`src/hw/rtl/hhp_pkg.sv`:
```
`timescale 1ns / 1ps

package hhp_pkg;

    localparam int BYTE_BITS  = 8;
    localparam int KIND_BITS  = 3;
    localparam int LIMIT_BITS = 12;
    localparam int VALUE_BITS = 13;

    localparam logic [LIMIT_BITS-1:0] LIMIT_RESET = 12'd255;

    localparam logic [BYTE_BITS-1:0] CH_CR    = 8'h0D;
    localparam logic [BYTE_BITS-1:0] CH_LF    = 8'h0A;
    localparam logic [BYTE_BITS-1:0] CH_COLON = 8'h3A;
    localparam logic [BYTE_BITS-1:0] CH_SPACE = 8'h20;

    typedef enum logic [3:0] {
        ST_LINE_START = 4'd0,
        ST_KEY        = 4'd1,
        ST_COLON      = 4'd2,
        ST_SPACE      = 4'd3,
        ST_VALUE      = 4'd4,
        ST_CR         = 4'd5,
        ST_LF         = 4'd6,
        ST_END_CR     = 4'd7,
        ST_DONE       = 4'd8
    } parse_state_t;

    typedef enum logic [KIND_BITS-1:0] {
        K_DELIM   = 3'd0,
        K_KEY     = 3'd1,
        K_VALUE   = 3'd2,
        K_LINE    = 3'd3,
        K_HEADERS = 3'd4,
        K_ERROR   = 3'd5,
        K_BODY    = 3'd6
    } byte_kind_t;

endpackage

```
`src/hw/rtl/hhp_in_if.sv`:
```
`timescale 1ns / 1ps

interface hhp_in_if
    import hhp_pkg::*;
();
    logic                 valid;
    logic                 ready;
    logic [BYTE_BITS-1:0] data_byte;
    logic                 new_request;

    modport source (output valid, output data_byte, output new_request, input ready);
    modport sink   (input valid, input data_byte, input new_request, output ready);
endinterface

```
`src/hw/rtl/hhp_out_if.sv`:
```
`timescale 1ns / 1ps

interface hhp_out_if
    import hhp_pkg::*;
#(
    parameter int COUNT_BITS = 12
) ();
    logic                  valid;
    logic                  ready;
    logic [BYTE_BITS-1:0]  out_byte;
    logic [KIND_BITS-1:0]  byte_kind;
    logic [COUNT_BITS-1:0] key_length;
    logic [VALUE_BITS-1:0] value_length;

    modport source (output valid, output out_byte, output byte_kind, output key_length,
                    output value_length, input ready);
    modport sink   (input valid, input out_byte, input byte_kind, input key_length,
                    input value_length, output ready);
endinterface

```
`src/hw/rtl/hhp_cfg_if.sv`:
```
`timescale 1ns / 1ps

interface hhp_cfg_if
    import hhp_pkg::*;
();
    logic                  valid;
    logic                  ready;
    logic [LIMIT_BITS-1:0] data;

    modport source (output valid, output data, input ready);
    modport sink   (input valid, input data, output ready);
endinterface

```
`src/hw/rtl/http_header_byte_parser_top.sv`:
```
`timescale 1ns / 1ps
// A byte is held in the input reg and then in the result reg; its result beat is offered on tx
//   once it lands in the result reg.
// Throughput: one byte per cycle while tx is ready; rx stays ready while the result reg drains.
// Parser state advances once per byte as it moves from the input reg into the result reg.
// Reset (rst_n low, async): state to line start, counts and error cleared, limit back to 255,
//   both pipeline stages emptied. No clearing pass; the block is ready once reset is released.

module http_header_byte_parser_top
    import hhp_pkg::*;
#(
    parameter int COUNT_BITS = 12
) (
    input  logic      clk,
    input  logic      rst_n,
    hhp_in_if.sink    rx,
    hhp_out_if.source tx,
    hhp_cfg_if.sink   cfg
);

    localparam logic [COUNT_BITS-1:0] KEY_MAX = {COUNT_BITS{1'b1}};
    localparam logic [COUNT_BITS-1:0] KEY_ONE = {{(COUNT_BITS-1){1'b0}}, 1'b1};
    localparam logic [VALUE_BITS-1:0] VAL_ONE = {{(VALUE_BITS-1){1'b0}}, 1'b1};

    // ---------------------------------------------------------------
    // Config: single limit register, always ready.
    // ---------------------------------------------------------------
    logic [LIMIT_BITS-1:0] limit_reg;

    assign cfg.ready = 1'b1;

    always_ff @(posedge clk or negedge rst_n)
    begin
        if (!rst_n)
        begin
            limit_reg <= LIMIT_RESET;
        end
        else if (cfg.valid)
        begin
            limit_reg <= cfg.data;
        end
    end

    // ---------------------------------------------------------------
    // Input stage: holds one beat until the result reg can take it.
    // ---------------------------------------------------------------
    logic                 s1_valid_reg;
    logic [BYTE_BITS-1:0] s1_byte_reg;
    logic                 s1_new_reg;
    logic                 out_valid_reg;
    logic                 adv;

    // adv: the beat in the input stage is parsed and lands in the result reg
    assign adv      = s1_valid_reg && (!out_valid_reg || tx.ready);
    assign rx.ready = !s1_valid_reg || adv;

    always_ff @(posedge clk or negedge rst_n)
    begin
        if (!rst_n)
        begin
            s1_valid_reg <= 1'b0;
        end
        else if (rx.ready)
        begin
            s1_valid_reg <= rx.valid;
        end
    end

    always_ff @(posedge clk)
    begin
        if (rx.valid && rx.ready)
        begin
            s1_byte_reg <= rx.data_byte;
            s1_new_reg  <= rx.new_request;
        end
    end

    // ---------------------------------------------------------------
    // Parser state
    // ---------------------------------------------------------------
    parse_state_t          state_reg, state_next, st_eff;
    logic [COUNT_BITS-1:0] key_cnt_reg, key_cnt_next, kc_eff;
    logic [VALUE_BITS-1:0] val_cnt_reg, val_cnt_next, vc_eff;
    logic                  err_reg, err_next, er_eff;
    byte_kind_t            kind_next;
    logic [COUNT_BITS-1:0] klen_next;
    logic [VALUE_BITS-1:0] vlen_next;

    always_ff @(posedge clk or negedge rst_n)
    begin
        if (!rst_n)
        begin
            state_reg   <= ST_LINE_START;
            key_cnt_reg <= '0;
            val_cnt_reg <= '0;
            err_reg     <= 1'b0;
        end
        else if (adv)
        begin
            state_reg   <= state_next;
            key_cnt_reg <= key_cnt_next;
            val_cnt_reg <= val_cnt_next;
            err_reg     <= err_next;
        end
    end

    always_comb
    begin
        // new_request restarts the parser before this byte is looked at
        st_eff = s1_new_reg ? ST_LINE_START : state_reg;
        kc_eff = s1_new_reg ? '0 : key_cnt_reg;
        vc_eff = s1_new_reg ? '0 : val_cnt_reg;
        er_eff = s1_new_reg ? 1'b0 : err_reg;

        state_next   = st_eff;
        key_cnt_next = kc_eff;
        val_cnt_next = vc_eff;
        err_next     = er_eff;
        kind_next    = K_DELIM;
        klen_next    = '0;
        vlen_next    = '0;

        if (!er_eff)
        begin
            case (st_eff)
                ST_LINE_START:
                begin
                    // leading CR/LF is skipped
                    if (s1_byte_reg != CH_CR && s1_byte_reg != CH_LF)
                    begin
                        kind_next    = K_KEY;
                        key_cnt_next = KEY_ONE;
                        state_next   = ST_KEY;
                    end
                end
                ST_KEY:
                begin
                    if (s1_byte_reg == CH_COLON)
                    begin
                        state_next = ST_COLON;
                    end
                    else if (s1_byte_reg == CH_CR || s1_byte_reg == CH_LF)
                    begin
                        err_next = 1'b1;
                    end
                    else
                    begin
                        kind_next = K_KEY;
                        if (kc_eff != KEY_MAX)
                        begin
                            key_cnt_next = kc_eff + KEY_ONE;
                        end
                    end
                end
                ST_COLON:
                begin
                    if (s1_byte_reg == CH_SPACE)
                    begin
                        state_next = ST_SPACE;
                    end
                    else
                    begin
                        err_next = 1'b1;
                    end
                end
                ST_SPACE:
                begin
                    // first value byte, whatever it is
                    kind_next    = K_VALUE;
                    val_cnt_next = VAL_ONE;
                    state_next   = ST_VALUE;
                end
                ST_VALUE:
                begin
                    if (s1_byte_reg == CH_CR)
                    begin
                        state_next = ST_CR;
                    end
                    else if (vc_eff > {1'b0, limit_reg})
                    begin
                        err_next = 1'b1;
                    end
                    else
                    begin
                        kind_next    = K_VALUE;
                        val_cnt_next = vc_eff + VAL_ONE;
                    end
                end
                ST_CR:
                begin
                    if (s1_byte_reg == CH_LF)
                    begin
                        kind_next  = K_LINE;
                        klen_next  = kc_eff;
                        vlen_next  = vc_eff;
                        state_next = ST_LF;
                    end
                    else
                    begin
                        err_next = 1'b1;
                    end
                end
                ST_LF:
                begin
                    if (s1_byte_reg == CH_CR)
                    begin
                        state_next = ST_END_CR;
                    end
                    else
                    begin
                        kind_next    = K_KEY;
                        key_cnt_next = KEY_ONE;
                        state_next   = ST_KEY;
                    end
                end
                ST_END_CR:
                begin
                    if (s1_byte_reg == CH_LF)
                    begin
                        kind_next  = K_HEADERS;
                        state_next = ST_DONE;
                    end
                    else
                    begin
                        err_next = 1'b1;
                    end
                end
                ST_DONE:
                begin
                    kind_next = K_BODY;
                end
                default:
                begin
                    err_next = 1'b1;
                end
            endcase
        end

        // sticky error overrides the kind and the lengths
        if (err_next)
        begin
            kind_next = K_ERROR;
            klen_next = '0;
            vlen_next = '0;
        end
    end

    // ---------------------------------------------------------------
    // Result register
    // ---------------------------------------------------------------
    logic [BYTE_BITS-1:0]  byte_reg;
    byte_kind_t            kind_reg;
    logic [COUNT_BITS-1:0] klen_reg;
    logic [VALUE_BITS-1:0] vlen_reg;

    always_ff @(posedge clk or negedge rst_n)
    begin
        if (!rst_n)
        begin
            out_valid_reg <= 1'b0;
        end
        else if (adv)
        begin
            out_valid_reg <= 1'b1;
        end
        else if (tx.ready)
        begin
            out_valid_reg <= 1'b0;
        end
    end

    always_ff @(posedge clk)
    begin
        if (adv)
        begin
            byte_reg <= s1_byte_reg;
            kind_reg <= kind_next;
            klen_reg <= klen_next;
            vlen_reg <= vlen_next;
        end
    end

    assign tx.valid        = out_valid_reg;
    assign tx.out_byte     = byte_reg;
    assign tx.byte_kind    = kind_reg;
    assign tx.key_length   = klen_reg;
    assign tx.value_length = vlen_reg;

    // ---------------------------------------------------------------
    // Assertions
    // ---------------------------------------------------------------
    // error stays set until a beat with new_request is parsed
    a_err_sticky: assert property (@(posedge clk) disable iff (!rst_n)
        (err_reg && !(adv && s1_new_reg)) |=> err_reg)
        else $error("error flag dropped without new request");

    // the kind of each parsed beat agrees with the error flag it leaves behind
    a_err_kind: assert property (@(posedge clk) disable iff (!rst_n)
        adv |=> ((kind_reg == K_ERROR) == err_reg))
        else $error("error kind and error flag disagree");

    // lengths are only nonzero on a line-done beat
    a_len_zero: assert property (@(posedge clk) disable iff (!rst_n)
        (out_valid_reg && kind_reg != K_LINE) |-> (klen_reg == '0 && vlen_reg == '0))
        else $error("length reported outside line-done beat");

    // body bytes only once the headers are done
    a_body_state: assert property (@(posedge clk) disable iff (!rst_n)
        (adv && kind_next == K_BODY) |-> (st_eff == ST_DONE))
        else $error("body byte before end of headers");

endmodule

```
`src/flat_wrapper.sv`:
```
// flat-port wrapper written by rule: the top's interface ports become plain ports
module http_header_byte_parser_top_flat import hhp_pkg::*;
#(
    parameter int COUNT_BITS = 12
)
  (clk, rst_n, rx_valid, rx_data_byte, rx_new_request, rx_ready, tx_valid, tx_out_byte, tx_byte_kind, tx_key_length, tx_value_length, tx_ready, cfg_valid, cfg_data, cfg_ready);
  hhp_in_if rx_i ();
  hhp_out_if #(.COUNT_BITS(COUNT_BITS)) tx_i ();
  hhp_cfg_if cfg_i ();
  input  logic clk;
  input  logic rst_n;
  input wire logic [$bits(rx_i.valid)-1:0] rx_valid;
  input wire logic [$bits(rx_i.data_byte)-1:0] rx_data_byte;
  input wire logic [$bits(rx_i.new_request)-1:0] rx_new_request;
  output wire logic [$bits(rx_i.ready)-1:0] rx_ready;
  output wire logic [$bits(tx_i.valid)-1:0] tx_valid;
  output wire logic [$bits(tx_i.out_byte)-1:0] tx_out_byte;
  output wire logic [$bits(tx_i.byte_kind)-1:0] tx_byte_kind;
  output wire logic [$bits(tx_i.key_length)-1:0] tx_key_length;
  output wire logic [$bits(tx_i.value_length)-1:0] tx_value_length;
  input wire logic [$bits(tx_i.ready)-1:0] tx_ready;
  input wire logic [$bits(cfg_i.valid)-1:0] cfg_valid;
  input wire logic [$bits(cfg_i.data)-1:0] cfg_data;
  output wire logic [$bits(cfg_i.ready)-1:0] cfg_ready;
  assign rx_i.valid = rx_valid;
  assign rx_i.data_byte = rx_data_byte;
  assign rx_i.new_request = rx_new_request;
  assign rx_ready = rx_i.ready;
  assign tx_valid = tx_i.valid;
  assign tx_out_byte = tx_i.out_byte;
  assign tx_byte_kind = tx_i.byte_kind;
  assign tx_key_length = tx_i.key_length;
  assign tx_value_length = tx_i.value_length;
  assign tx_i.ready = tx_ready;
  assign cfg_i.valid = cfg_valid;
  assign cfg_i.data = cfg_data;
  assign cfg_ready = cfg_i.ready;
  http_header_byte_parser_top #(.COUNT_BITS(COUNT_BITS)) u_core (.clk(clk), .rst_n(rst_n), .rx(rx_i), .tx(tx_i), .cfg(cfg_i));
endmodule
```
`config.mk`:
```
export PLATFORM = sky130hd
export DESIGN_NAME = http_header_byte_parser_top_flat
export DESIGN_NICKNAME = d
export VERILOG_FILES = /design/src/hw/rtl/hhp_pkg.sv /design/src/hw/rtl/hhp_in_if.sv /design/src/hw/rtl/hhp_out_if.sv /design/src/hw/rtl/hhp_cfg_if.sv /design/src/hw/rtl/http_header_byte_parser_top.sv /design/src/flat_wrapper.sv
export SDC_FILE = /design/constraint.sdc
export NUM_CORES = 1
export LEC_CHECK = 0
export BUFFER_PORTS_ARGS = -buffer_cell sky130_fd_sc_hd__buf_2
export CORE_UTILIZATION = 45
export DETAILED_ROUTE_END_ITERATION = 10
export PLACE_DENSITY = 0.71
export SLEW_MARGIN = 25
export SYNTH_ARGS = -nofsm -noshare
export SYNTH_HDL_FRONTEND = slang
export SYNTH_SLANG_ARGS = --single-unit
```
`constraint.sdc`:
```
create_clock -name clk -period 5.75 [get_ports clk]
set_input_delay 1.15 -clock clk [delete_from_list [all_inputs] [get_ports clk]]
set_output_delay 1.15 -clock clk [all_outputs]
set_load 0.01 [all_outputs]
```
==> impl_metrics.json <==
{
  "status": "finished, final reports clean",
  "pre_cts_slack_ps": 2057,
  "syn-mean-instance-area_um2": 10.21,
  "synth_enable_flop_cells": 45,
  "place_hpwl_um": 8317,
  "timing.final.ws_setup_ps": 2322,
  "crit_type": "reg -> reg",
  "grt.overflow.total": 0,
  "clock-skew-final_ps": 7.757,
  "cellLeakagePower_nw": 2.286,
  "r2r_setup_slack_ps": 2320,
  "tritoncts": "done",
  "initial_antenna_violation_count": 0,
  "post_route_cells_drive_above_1_share_pct": 24.47,
  "antenna-diode-count": 0,
  "worst_pin_slew_ps": 952.1,
  "unrepaired_setup_endpoints_after_global_routing": "false",
  "hold_class": "reg -> reg",
  "clock_pin_slew_on_the_worst_setup_and_hold_paths_ps": 60,
  "post-synth-top-count-cell": "nand2_1",
  "cts_repair_resize_count": 0,
  "timing.final.max_slew_violations": 0,
  "floorplan.die_area_um2": 11840,
  "areaGrowthSynthToFinish_pct": 13.04,
  "largest_net_degree_at_the_start_of_global_routing": 45,
  "final-hold-violation-count": 0,
  "critPathRequiredTime_ps": 5950,
  "cts.hold.buffers_added": 0,
  "ys_dominant_reg_cell": "edfxtp_1",
  "netlist.area_leader.share_pct": 26.32,
  "finalNetCount": 594,
  "cts.root.buffer_cell": "clkbuf_16",
  "critical_path_top_delay_cell": "edfxtp_1",
  "wire_per_inst_um": 16.71,
  "global_route_wire_length_before_repair_um": 19460,
  "post_cts_setup_bufs": 0,
  "critical-path-top-cell-by-count": "nor2b_1",
  "timing.setup.tns_ps": 0,
  "remaining_drc_errors": 0,
  "cap_violations": 0,
  "top_fanout_value_on_the_critical_path": 18,
  "worst_setup_path_start_kind": "flop",
  "ioPinCount": 65,
  "synthCells": 503,
  "viasPerCell": 5.911,
  "critPathBufInv": 1,
  "timing.critical_path.to_type": "flop",
  "clock_latency_ps": 340,
  "first_pass_iters": 6,
  "worst_ir_drop_vdd_mv": 0.1461,
  "power-per-cell-area_nw_per_um2": 320.8,
  "drt-initial-drc-count": 357,
  "placementRows": 38,
  "layout.core_utilization_pct": 52.85,
  "synth_register_bits": 89,
  "routed_vias": 4161,
  "design_power_total_mw": 1.862,
  "ys.warnings.count": 0,
  "layout_min_cycle_time_ps": 3428,
  "min_period_over_period_pct": 59.62,
  "critical_path.top_delay_family": "compound AO/OA/AOI/OAI gates",
  "async_flop_share_pct": 49.44,
  "core_region_area_um2": 10980,
  "synth_area_leaders": "edfxtp_1 26%, dfrtp_1 18%, dfstp_2 4.1%",
  "yosys-top-cells-count": "47 x nand2_1, 45 x edfxtp_1, 42 x o21ai_0",
  "synth-seq-area-share_pct": 47.95,
  "crit_path_cell_trace": "nor2b_1 -> ha_1 -> and2_1 -> mux2i_1 -> o41ai_1 -> o21ai_2 -> a32oi_4 -> a211oi_4 -> buf_6 -> nor2b_1",
  "maxSlewHeadroom_pct": 36.46,
  "synth_nets": 538,
  "io_port_bufs": 63,
  "grt_util_all_layers_pct": 21.50,
  "number_of_global_route_vias_before_repair": 3933,
  "timing.fmax_mhz": 291.7,
  "post_synth_instance_area_um2": 5135,
  "cts_num_sinks": 89,
  "gpl.final_weighted_congestion": 0.9051,
  "timing.critical_path.slowest_cell_delay_ps": 630,
  "report.final.setup_viol": 0,
  "synth_largest_area_cell": "edfxtp_1",
  "number_of_buffers_on_the_longest_clock_path": 2,
  "starting_density_of_the_core_pct": 46.75,
  "synth.distinct_cells": 90,
  "die-height_um": 108.8,
  "ant_nets": 0,
  "cp.arrival_ps": 3630,
  "die_x_um": 108.8,
  "wl_um": 11770,
  "htree_levels": 3,
  "cts_made_buffers": 9
}
==> per-layer routing <==
| layer | track usage (%) | vias up | share of wire (%) |
|---|---|---|---|
| li1 | - | 1977 | - |
| met1 | 30.62 | 1998 | 47 |
| met2 | 31.60 | 158 | 44 |
| met3 | 3.228 | 28 | 5.6 |
| met4 | 11.20 | 0 | 2.8 |
| met5 | 0 | - | 0 |
==> worst register-to-register path: cells and delay by family (launching register included) <==
family	cells	cell delay [ps]
muxes	1	220
buffers and inverters	1	240
DFF	1	630
adders and majority gates	1	330
AOI/OAI and AO/OA	4	1060
and+or+nand+nor	3	800
==> path summary, 6_finish.rpt <==
path	startpoint	endpoint	cells past startpoint
worst max register to register	u_core.s1_new_reg$_DFFE_PP_	u_core.tx.key_length[5]$_SDFFCE_PP0P_	10
min in group asynchronous	rst_n	u_core.val_cnt_reg[7]$_DFFE_PN0P_	1
worst min-delay path	u_core.s1_valid_reg$_DFFE_PN0N_	u_core.tx.valid$_DFFE_PN0P_	1
worst min register to register	u_core.s1_valid_reg$_DFFE_PN0N_	u_core.tx.valid$_DFFE_PN0P_	1
max in group asynchronous	rst_n	u_core.err_reg$_DFFE_PN0P_	1
worst max-delay path	u_core.s1_new_reg$_DFFE_PP_	u_core.tx.key_length[5]$_SDFFCE_PP0P_	10
==> cell families after synthesis <==
kind of cell | share of synthesized area (%)
AND/OR/NAND/NOR | 26.95
flip-flops | 47.95
XOR/XNOR | 0.3412
buffers and inverters | 4.240
AO/OA/AOI/OAI | 16.57
other | 0.07303
adder cells (fa/ha/maj) | 2.388
multiplexers | 1.486
==> through the flow <==
stage                     hold WS, ps  area [um^2]  std cells
after global placement          474.4         5509        687
after CTS                       496.2         5791        703
after floorplan                 457.2         5135        503
after global routing            516.7         5804        704
final                           493.3         5804        704
after detailed placement        489.9         5509        687
==> layout make-up <==
class | count | area, um^2
well taps | 140 | 175.2
clock buffers | 11 | 232.7
multi-input cells | 372 | 2455
fillers | 1014 | 5179
repair buffers | 68 | 359.1
clock inverters | 5 | 48.80
inverters | 19 | 71.32
flip-flops and latches | 89 | 2462
==> where the power goes <==
part           switching, mW  total (mW)  internal, mW
sequential             0.118       0.870         0.752
combinational          0.254       0.426         0.173
clock                  0.233       0.566         0.333
total                  0.605        1.86          1.26
==> placed cells by master, fill, tap and decap left out, types with 8 or more instances in the layout <==
cell type | netlist | final
buf_2 | 2 | 62
o21ai_0 | 42 | 42
nor3_1 | 11 | 11
and2_4 | 19 | 19
edfxtp_1 | 45 | 45
ha_1 | 9 | 9
nand2_1 | 47 | 47
clkbuf_16 | 0 | 9
and2_1 | 8 | 8
nand3_1 | 30 | 30
dfrtp_1 | 36 | 36
inv_1 | 19 | 19
nand2b_1 | 11 | 11
dfstp_2 | 8 | 8
a21oi_1 | 24 | 24
nor2b_1 | 18 | 18
nor2_1 | 27 | 27
Note: power is estimated with default switching activity, not from simulation.
